--- src/hdl/owmst_pkg.sv ---
`timescale 1ns / 1ps
`default_nettype none

package owmst_pkg;

	localparam int TICK_W = 10;
	localparam int IN_DATA_W = 16;
	localparam int OUT_DATA_W = 16;
	localparam int MODE_W = 2;

	// Command codes carried in tuser; the same codes name the running operation.
	localparam logic [MODE_W-1:0] MODE_TICK = 2'd0;
	localparam logic [MODE_W-1:0] MODE_RESET = 2'd1;
	localparam logic [MODE_W-1:0] MODE_WRITE = 2'd2;
	localparam logic [MODE_W-1:0] MODE_READ = 2'd3;

	localparam int RESET_LOW_TICKS = 480;
	localparam logic [TICK_W-1:0] RESET_LOW_LEN = TICK_W'((RESET_LOW_TICKS < 1) ? 1 :
		((RESET_LOW_TICKS > 1023) ? 1023 : RESET_LOW_TICKS));

	localparam logic [TICK_W-1:0] SLOT_LOW_SHORT = 10'd6;
	localparam logic [TICK_W-1:0] SLOT_LOW_LONG = 10'd60;
	localparam logic [TICK_W-1:0] WR1_REC_LEN = 10'd64;
	localparam logic [TICK_W-1:0] WR0_REC_LEN = 10'd10;
	localparam logic [TICK_W-1:0] RD_WAIT_LEN = 10'd9;
	localparam logic [TICK_W-1:0] RD_REC_LEN = 10'd55;
	localparam logic [TICK_W-1:0] RST_WAIT_LEN = 10'd70;
	localparam logic [TICK_W-1:0] RST_REC_LEN = 10'd410;

	typedef enum logic [3:0] {
		PH_IDLE = 4'b0001,
		PH_LOW  = 4'b0010,
		PH_WAIT = 4'b0100,
		PH_REC  = 4'b1000
	} phase_t;

	// Length in ticks of the given phase of the given operation.
	function automatic logic [TICK_W-1:0] phase_len(phase_t ph, logic [MODE_W-1:0] op,
		logic bit_one);
		logic [TICK_W-1:0] len;
		case (ph)
			PH_LOW: begin
				if (op == MODE_RESET) len = RESET_LOW_LEN;
				else if (op == MODE_WRITE) len = bit_one ? SLOT_LOW_SHORT : SLOT_LOW_LONG;
				else len = SLOT_LOW_SHORT;
			end
			PH_WAIT: begin
				len = (op == MODE_RESET) ? RST_WAIT_LEN : RD_WAIT_LEN;
			end
			default: begin
				if (op == MODE_RESET) len = RST_REC_LEN;
				else if (op == MODE_WRITE) len = bit_one ? WR1_REC_LEN : WR0_REC_LEN;
				else len = RD_REC_LEN;
			end
		endcase
		return len;
	endfunction

endpackage

`default_nettype wire

--- src/hdl/one_wire_master_slot_timer_core.sv ---
`timescale 1ns / 1ps
`default_nettype none

// Channel   Dir  Handshake          Payload
// s_*       in   s_tvalid/s_tready  tuser: mode; tdata: data_byte, line_level
// m_*       out  m_tvalid/m_tready  tdata: drive_low, busy_res, done_res, read_byte,
//                                   presence_found, rejected
//
// One word in, one word out. A tick is accepted every clock while the result
// register is empty or being drained, so the sustained rate is one tick per cycle;
// the next-state logic of the slot timer sits between the input port and the
// result register. Reset leaves the master idle with all counters at zero.
// A stall on the output holds s_tready low; no tick is taken until the result drains.

module one_wire_master_slot_timer_core (
	input  wire                                 clk,
	input  wire                                 arst_n,
	input  wire                                 s_tvalid,
	output logic                                s_tready,
	// [7:0] data_byte, [8] line_level, [15:9] zero
	input  wire  [owmst_pkg::IN_DATA_W-1:0]     s_tdata,
	// [1:0] mode
	input  wire  [owmst_pkg::MODE_W-1:0]        s_tuser,
	output logic                                m_tvalid,
	input  wire                                 m_tready,
	// [0] drive_low, [1] busy_res, [2] done_res, [10:3] read_byte,
	// [11] presence_found, [12] rejected, [15:13] zero
	output logic [owmst_pkg::OUT_DATA_W-1:0]    m_tdata
);
	import owmst_pkg::*;

	phase_t             phase_q, phase_n, ph;
	logic [TICK_W-1:0]  tick_q, tick_n, cnt, cnt_inc;
	logic [2:0]         bit_q, bit_n;
	logic [7:0]         shift_q, shift_n;
	logic [MODE_W-1:0]  op_q, op_n;
	logic               pres_q, pres_n;
	logic [7:0]         read_hold_q, read_hold_n;
	logic               out_valid_q;
	logic [OUT_DATA_W-1:0] result_q;

	logic [MODE_W-1:0]  mode;
	logic [7:0]         data_byte;
	logic               line_level;
	logic               accept, start;
	logic               drive, busy, done, rej;

	assign mode = s_tuser;
	assign data_byte = s_tdata[7:0];
	assign line_level = s_tdata[8];

	assign s_tready = !out_valid_q || m_tready;
	assign accept = s_tvalid && s_tready;
	assign m_tvalid = out_valid_q;
	assign m_tdata = result_q;

	always_comb begin
		start = (phase_q == PH_IDLE) && (mode != MODE_TICK);
		rej = (phase_q != PH_IDLE) && (mode != MODE_TICK);
		ph = start ? PH_LOW : phase_q;
		cnt = start ? '0 : tick_q;
		bit_n = start ? 3'd0 : bit_q;
		op_n = start ? mode : op_q;
		shift_n = start ? ((mode == MODE_WRITE) ? data_byte : 8'd0) : shift_q;
		pres_n = pres_q;
		read_hold_n = read_hold_q;
		phase_n = ph;
		tick_n = cnt;
		drive = 1'b0;
		busy = 1'b0;
		done = 1'b0;
		cnt_inc = cnt + 1'b1;
		if (ph != PH_IDLE) begin
			busy = 1'b1;
			drive = (ph == PH_LOW);
			// First recovery tick is the sample point.
			if (ph == PH_REC && cnt == '0) begin
				if (op_n == MODE_RESET) pres_n = !line_level;
				else if (op_n == MODE_READ) shift_n = {line_level, shift_n[7:1]};
			end
			if (cnt_inc >= phase_len(ph, op_n, shift_n[0])) begin
				tick_n = '0;
				case (ph)
					PH_LOW: phase_n = (op_n == MODE_WRITE) ? PH_REC : PH_WAIT;
					PH_WAIT: phase_n = PH_REC;
					default: begin
						if (op_n == MODE_RESET) begin
							phase_n = PH_IDLE;
							done = 1'b1;
						end else begin
							if (op_n == MODE_WRITE) shift_n = {1'b0, shift_n[7:1]};
							if (bit_n == 3'd7) begin
								if (op_n == MODE_READ) read_hold_n = shift_n;
								phase_n = PH_IDLE;
								bit_n = 3'd0;
								done = 1'b1;
							end else begin
								bit_n = bit_n + 3'd1;
								phase_n = PH_LOW;
							end
						end
					end
				endcase
			end else begin
				tick_n = cnt_inc;
			end
		end
	end

	always_ff @(posedge clk or negedge arst_n) begin
		if (!arst_n) begin
			phase_q <= PH_IDLE;
			tick_q <= '0;
			bit_q <= '0;
			shift_q <= '0;
			op_q <= MODE_TICK;
			pres_q <= 1'b0;
			read_hold_q <= '0;
			out_valid_q <= 1'b0;
		end else begin
			if (accept) begin
				phase_q <= phase_n;
				tick_q <= tick_n;
				bit_q <= bit_n;
				shift_q <= shift_n;
				op_q <= op_n;
				pres_q <= pres_n;
				read_hold_q <= read_hold_n;
				out_valid_q <= 1'b1;
			end else if (m_tready) begin
				out_valid_q <= 1'b0;
			end
		end
	end

	always_ff @(posedge clk) begin
		if (accept) begin
			result_q <= {3'b000, rej, pres_n, read_hold_n, done, busy, drive};
		end
	end

	// Done, rejection and drive only happen inside an operation.
	a_done_busy: assert property (@(posedge clk) disable iff (!arst_n)
		m_tvalid && m_tdata[2] |-> m_tdata[1])
		else $error("done without busy");

	a_drive_busy: assert property (@(posedge clk) disable iff (!arst_n)
		m_tvalid && (m_tdata[0] || m_tdata[12]) |-> m_tdata[1])
		else $error("drive or reject outside an operation");

	a_start_low: assert property (@(posedge clk) disable iff (!arst_n)
		accept && phase_q == PH_IDLE && mode != MODE_TICK
		|=> phase_q == PH_LOW && op_q == $past(mode))
		else $error("command did not start a low phase");

	a_idle_bit: assert property (@(posedge clk) disable iff (!arst_n)
		phase_q == PH_IDLE |-> bit_q == 3'd0)
		else $error("bit index left over in idle");

endmodule

`default_nettype wire

--- config.mk ---
export PLATFORM = sky130hd
export DESIGN_NAME = one_wire_master_slot_timer_core
export DESIGN_NICKNAME = d
export VERILOG_FILES = /design/src/hdl/owmst_pkg.sv /design/src/hdl/one_wire_master_slot_timer_core.sv
export SDC_FILE = /design/constraint.sdc
export NUM_CORES = 1
export LEC_CHECK = 0
export CELL_PAD_IN_SITES_DETAIL_PLACEMENT = 1
export CELL_PAD_IN_SITES_GLOBAL_PLACEMENT = 1
export CORE_MARGIN = 4
export CORE_UTILIZATION = 54
export DETAILED_ROUTE_END_ITERATION = 8
export DONT_BUFFER_PORTS = 1
export GPL_TIMING_DRIVEN = 0
export PLACE_DENSITY = 0.89
export SETUP_SLACK_MARGIN = 0.3
export SYNTH_ARGS = -nofsm -noshare
export SYNTH_HDL_FRONTEND = slang
export SYNTH_SLANG_ARGS = --single-unit
--- constraint.sdc ---
create_clock -name clk -period 12.51 [get_ports clk]
set_clock_uncertainty 0.2 [all_clocks]
set_input_delay 1.8765 -clock clk [delete_from_list [all_inputs] [get_ports clk]]
set_output_delay 1.8765 -clock clk [all_outputs]
set_load 0.05 [all_outputs]
==> impl_metrics.tcl, run 1 <==
set metrics [dict create \
    status "completed" \
    syn_to_final_growth_pct 6.56 \
    instances_no_fill 399 \
    reg2regPathDepth 18 \
    ys.flop_type "dfrtp_1" \
    cts_tree "built" \
    cts_buffer_depth 2 \
    drive_gt1_frac 0.198 \
    grt_use_total 0.260 \
    wl_per_cell_um 22.1 \
    grt_pass1_wl_mm 14.9 \
    yosysWarningCount 0 \
    gp_congestion 0.889 \
    relSlewSlack 0.289 \
    die_w_um 85.7 \
    cts_hold_buffers 0 \
    nFillCells 655 \
    leakage_nw 1.47 \
    power.density_nw_per_um2 230 \
    async_flop_share 0.740 \
    fin_nets 361 \
    grt_max_degree 38 \
    seqPwrFrac 0.310 \
    fin_setup_tns_ns 0 \
    drtIter0Drc 192 \
    end_kind "flop" \
    layout_commonest_cell "dfrtp_1" \
    die_area_um2 7340 \
    synth_cell_types 58 \
    die_h_um 85.7 \
    p_switching_uw 367 \
    syn_area_um2 3260 \
    required_ns 12.38 \
    combinationalPowerShare 0.541 \
    hold_class "reg2reg" \
    start_util 0.554 \
    io_pins 40 \
    synthCells 314 \
    maxSlewViolCount 0 \
    path_delay_family "simple AND/OR/NAND/NOR gates" \
    worst-path-buf-inv 3 \
    setup_violations 0 \
    drt-total-wl_mm 8.80 \
    hold_viol 0 \
    grt_pass1_vias 2867 \
    finalCritPeriodShare 0.534 \
    worst_pin_slew_ns 1.05 \
    placementRows 28 \
    cts_made_buffers 5 \
    cts_resized 0 \
    drc 0 \
    critical_path_arrival_ns 6.55 \
    core-area_um2 5890 \
    port_buffers 0 \
    vias_per_cell 6.52 \
    antenna_found_initial 0 \
    postCtsSetupRepairBufs 0 \
    root_buffer "clkbuf_8" \
    critPathMaxFanout 10 \
    fin_crit_ns 6.68 \
    path_depth 19 \
    swShare 0.458 \
    synth.ff_latch_count 50 \
    dp_cells 391 \
    hold_depth 2 \
    post_synth.cell_area_avg_um2 10.4 \
    max_clock_freq_mhz 150 \
    overflow 0 \
    pwr-share-clk 0.149 \
    place_area_um2 3360 \
    first_pass_iters 5 \
    fin_area_um2 3470 \
    multi_input_area_um2 1830 \
    vias 2601 \
    antenna_cells 0 \
    hpwl_mm 6.53 \
    internal_power_uw 434 \
    critPathKind "in2reg" \
    yosysSeqAreaShare 0.404 \
    clock_latency_ns 0.32 \
    rsz0062_at_grt "false" \
    irDropWorstVdd_v 0.0000951 \
    antenna_left 0 \
    path_cells "or2_2 -> clkbuf_1 -> nand2_1 -> buf_2 -> nand2_1 -> ha_1 -> nor4bb_1 -> nand4b_1 -> buf_4 -> mux2_2 -> a21o_1 -> a22o_1 -> ha_1 -> or3b_2 -> o2111ai_1 -> a31o_2 -> a31oi_2 -> nand3_1 -> mux2_2" \
    synth_edf_count 13 \
    final_cell_mix "dfrtp_1 (36), nand2_1 (31), mux2_2 (23)" \
    register_area_um2 1320 \
    cts.sink_count 50 \
    crit_slowest_cell "nor4bb_1" \
    cts.clk_slew.worst_paths_ns 0.10 \
    drv_cap 0 \
    slowest_delay_ns 0.50 \
    h-tree-depth 2 \
    start_kind "input pin" \
]
==> cell type report <==
type / count / area share
clock buffers: 5 / 0.0198
flip-flops and latches: 50 / 0.379
clock inverters: 3 / 0.0126
well taps: 75 / 0.0270
plain buffers: 16 / 0.0227
inverters: 11 / 0.0119
multi-input cells: 239 / 0.527
==> power by group through the flow <==
stage               clock (mW)  sequential (mW)  combinational [mW]
floorplan                    0            0.240               0.317
global placement             0            0.247               0.395
detailed placement           0            0.250               0.418
CTS                      0.120            0.247               0.429
global route             0.131            0.252               0.479
finish                   0.120            0.248               0.433
==> cells in the mapped netlist (4+ instances only) <==
cell type | count | area, um2
dfrtp_1 | 36 | 901
nand2_1 | 31 | 116
mux2_2 | 23 | 259
nor2_1 | 20 | 75.1
ha_1 | 16 | 200
edfxtp_1 | 13 | 390
a21oi_1 | 11 | 55.1
mux2i_1 | 11 | 110
o21ai_0 | 11 | 55.1
inv_1 | 10 | 37.5
clkbuf_1 | 9 | 33.8
nand3_1 | 9 | 45.0
a22o_2 | 7 | 70.1
a22oi_1 | 7 | 52.6
mux2i_2 | 7 | 96.3
and2_1 | 6 | 37.5
o221ai_1 | 6 | 52.6
a21boi_0 | 5 | 37.5
nand2b_1 | 5 | 31.3
o41ai_1 | 5 | 43.8
buf_4 | 4 | 30.0
o31ai_1 | 4 | 30.0
xnor2_1 | 4 | 35.0
==> flip-flops by register name (all words and copies together), names as in the netlist <==
name / cells
bit_q: 3
m_tdata: 13
m_tvalid: 1
shift_q: 8
tick_q: 10
read_hold_q: 8
op_q: 2
phase_q: 4
pres_q: 1
==> worst min-delay path, stage by stage (launching register included) <==
cell	delay (ns)
dfrtp_1	0.36
nand2_1	0.06
nand2_1	0.06
==> final timing paths <==
| path | endpoint | slack, ns | from |
|---|---|---|---|
| max | m_tdata[4] | 5.83 | s_tuser[0] |
| min | pres_q | 0.31 | pres_q |
| max reg2reg | m_tdata[4] | 6.63 | phase_q[0] |
| min reg2reg | pres_q | 0.31 | pres_q |
| max in group asynchronous | phase_q[0] | 10.90 | arst_n |
| min in group asynchronous | op_q[1] | 1.03 | arst_n |
==> kinds of logic after synthesis <==
family,share of synthesized area
other,0.00115
buffers and inverters,0.0369
DFF,0.404
and+or+nand+nor,0.155
adders and majority gates,0.0614
xor gates and xnor gates,0.0161
muxes,0.143
AOI/OAI and AO/OA,0.182
==> per-stage QoR <==
step | setup slack, ns | utilization | hold slack [ns] | power (mW)
final | 5.83 | 0.590 | 0.309 | 0.800
after global routing | 5.59 | 0.590 | 0.333 | 0.861
after CTS | 5.86 | 0.590 | 0.307 | 0.796
after detailed placement | 5.54 | 0.571 | 0.284 | 0.668
after global placement | 5.76 | 0.571 | 0.264 | 0.642
after floorplan | 6.39 | - | 0.239 | 0.557
==> per-layer routing <==
| metal | vias up | share of wire | GRT usage |
|---|---|---|---|
| met5 | - | 0 | 0 |
| met4 | 0 | 0.032 | 0.115 |
| met3 | 23 | 0.047 | 0.0490 |
| met2 | 85 | 0.50 | 0.443 |
| met1 | 1298 | 0.42 | 0.321 |
| li1 | 1195 | - | - |
(Power assumes the default switching activity.)
==> run 2: changes to the inputs <==
- CORE_UTILIZATION: 54 -> 45
- PLACE_DENSITY: 0.89 -> 0.8
- clock period: 12.51 -> 6 ns (I/O delays scaled with it)
==> run 2 against run 1 <==
- utilization down 8.1 points
- hold slack worse by 0.25 ns
- largest cell class unchanged
- largest power group unchanged
- critical path type unchanged
- die area rose by 18%
- clock power is 83% higher
==> impl_metrics.tcl, run 2 (same netlist as run 1, synthesis figures left out) <==
set metrics [dict create \
    final_cell_mix "dfrtp_1 (36), nand2_1 (31), mux2_2 (23)" \
    required_ns 5.87 \
    cts_made_buffers 5 \
    cts.sink_count 50 \
    die_h_um 93.1 \
    max_clock_freq_mhz 185 \
    fin_area_um2 3520 \
    status "completed" \
    drv_cap 0 \
    die_area_um2 8670 \
    start_util 0.472 \
    grt_pass1_vias 2746 \
    drive_gt1_frac 0.215 \
    whs_ns 0.0606 \
    power.density_nw_per_um2 461 \
    relSlewSlack 0.213 \
    place_area_um2 3390 \
    maxSlewViolCount 0 \
    wl_per_cell_um 20.0 \
    overflow 0 \
    cts_buffer_depth 2 \
    hold_class "in2async" \
    antenna_left 0 \
    cts_tree "built" \
    gp_congestion 0.847 \
    setup_violations 0 \
    multi_input_area_um2 1850 \
    root_buffer "clkbuf_8" \
    fin_nets 363 \
    nFillCells 794 \
    start_kind "input pin" \
    clock_latency_ns 0.32 \
    finalCritPeriodShare 0.899 \
    largest_reg_flops 13 \
    vias 2512 \
    antenna_cells 0 \
    placementRows 30 \
    critPathMaxFanout 10 \
    hpwl_mm 6.41 \
    h-tree-depth 2 \
    leakage_nw 1.48 \
    fin_setup_tns_ns 0 \
    drc 0 \
    layout_commonest_cell "dfrtp_1" \
    irDropWorstVdd_v 0.000184 \
    cts.clk_slew.worst_paths_ns 0.11 \
    cts_hold_buffers 0 \
    syn_to_final_growth_pct 7.91 \
    register_area_um2 1320 \
    critical_path_arrival_ns 5.26 \
    die_w_um 93.1 \
    worst_pin_slew_ns 1.16 \
    core-area_um2 6910 \
    hold_viol 0 \
    port_buffers 0 \
    first_pass_iters 4 \
    fin_crit_ns 5.39 \
    antenna_found_initial 0 \
    io_pins 40 \
    vias_per_cell 5.95 \
    drtIter0Drc 159 \
    drt-total-wl_mm 8.43 \
    critPathKind "in2reg" \
    grt_max_degree 38 \
    rsz0062_at_grt "false" \
    grt_pass1_wl_mm 14.0 \
    grt_use_total 0.205 \
    end_kind "flop" \
]
run 2: area by class of cell:
cell class,instances,share of cell area
plain buffers,16,0.0228
clock buffers,5,0.0196
clock inverters,3,0.00818
inverters,11,0.0117
multi-input cells,239,0.525
flip-flops and latches,50,0.375
well taps,96,0.0342
repair buffers,2,0.00427
run 2: worst max-delay path, cell delays in order:
cell and delay [ns]:
or2_2 0.27, clkbuf_1 0.15, nand2_1 0.22, buf_2 0.28, nand2_1 0.12, ha_1 0.25, nor4bb_2 0.19, nand4b_1 0.12
buf_4 0.24, mux2_2 0.39, a21o_1 0.18, a22o_1 0.18, ha_1 0.19, or3b_2 0.44, o2111ai_1 0.12, a31o_2 0.22
a31oi_2 0.17, nand3_2 0.24, mux2_2 0.36
run 2: repair_timing:
action,4_1_cts,5_1_grt
hold endpoints to repair,0,0
resized for setup,0,5
setup buffers,0,2
endpoints found under the setup margin,0,39
run 2: final timing paths:
kind	startpoint	end	slack [ns]	depth (start not counted)
min in group clk	pres_q	pres_q	0.29	2
worst min register to register	pres_q	pres_q	0.29	2
worst max register to register	phase_q[0]	m_tdata[3]	0.63	19
worst max-delay path	s_tuser[0]	m_tdata[3]	0.61	19
worst min-delay path	arst_n	shift_q[5]	0.06	0
max in group asynchronous	arst_n	phase_q[0]	5.33	0
run 2: stage by stage:
stage / power [mW] / setup slack [ns] / util / instances
finish: 1.62 / 0.606 / 0.509 / 422
global route: 1.77 / 0.354 / 0.509 / 422
global placement: 1.35 / 0.227 / 0.490 / 412
detailed placement: 1.40 / 0.149 / 0.490 / 412
CTS: 1.62 / 0.308 / 0.505 / 420
floorplan: 1.16 / 0.861 / - / 316
run 2: power by group:
group	internal (mW)	total, mW	switching [mW]
Combinational	0.358	0.888	0.530
Sequential	0.423	0.516	0.0927
Clock	0.0876	0.219	0.131
run 2: metal layers:
layer	GRT usage	vias to the layer above	part of all wire
met5	0	-	0
met4	0.0611	0	0.013
met3	0.0330	8	0.049
met2	0.355	66	0.50
met1	0.264	1240	0.44
li1	-	1198	-
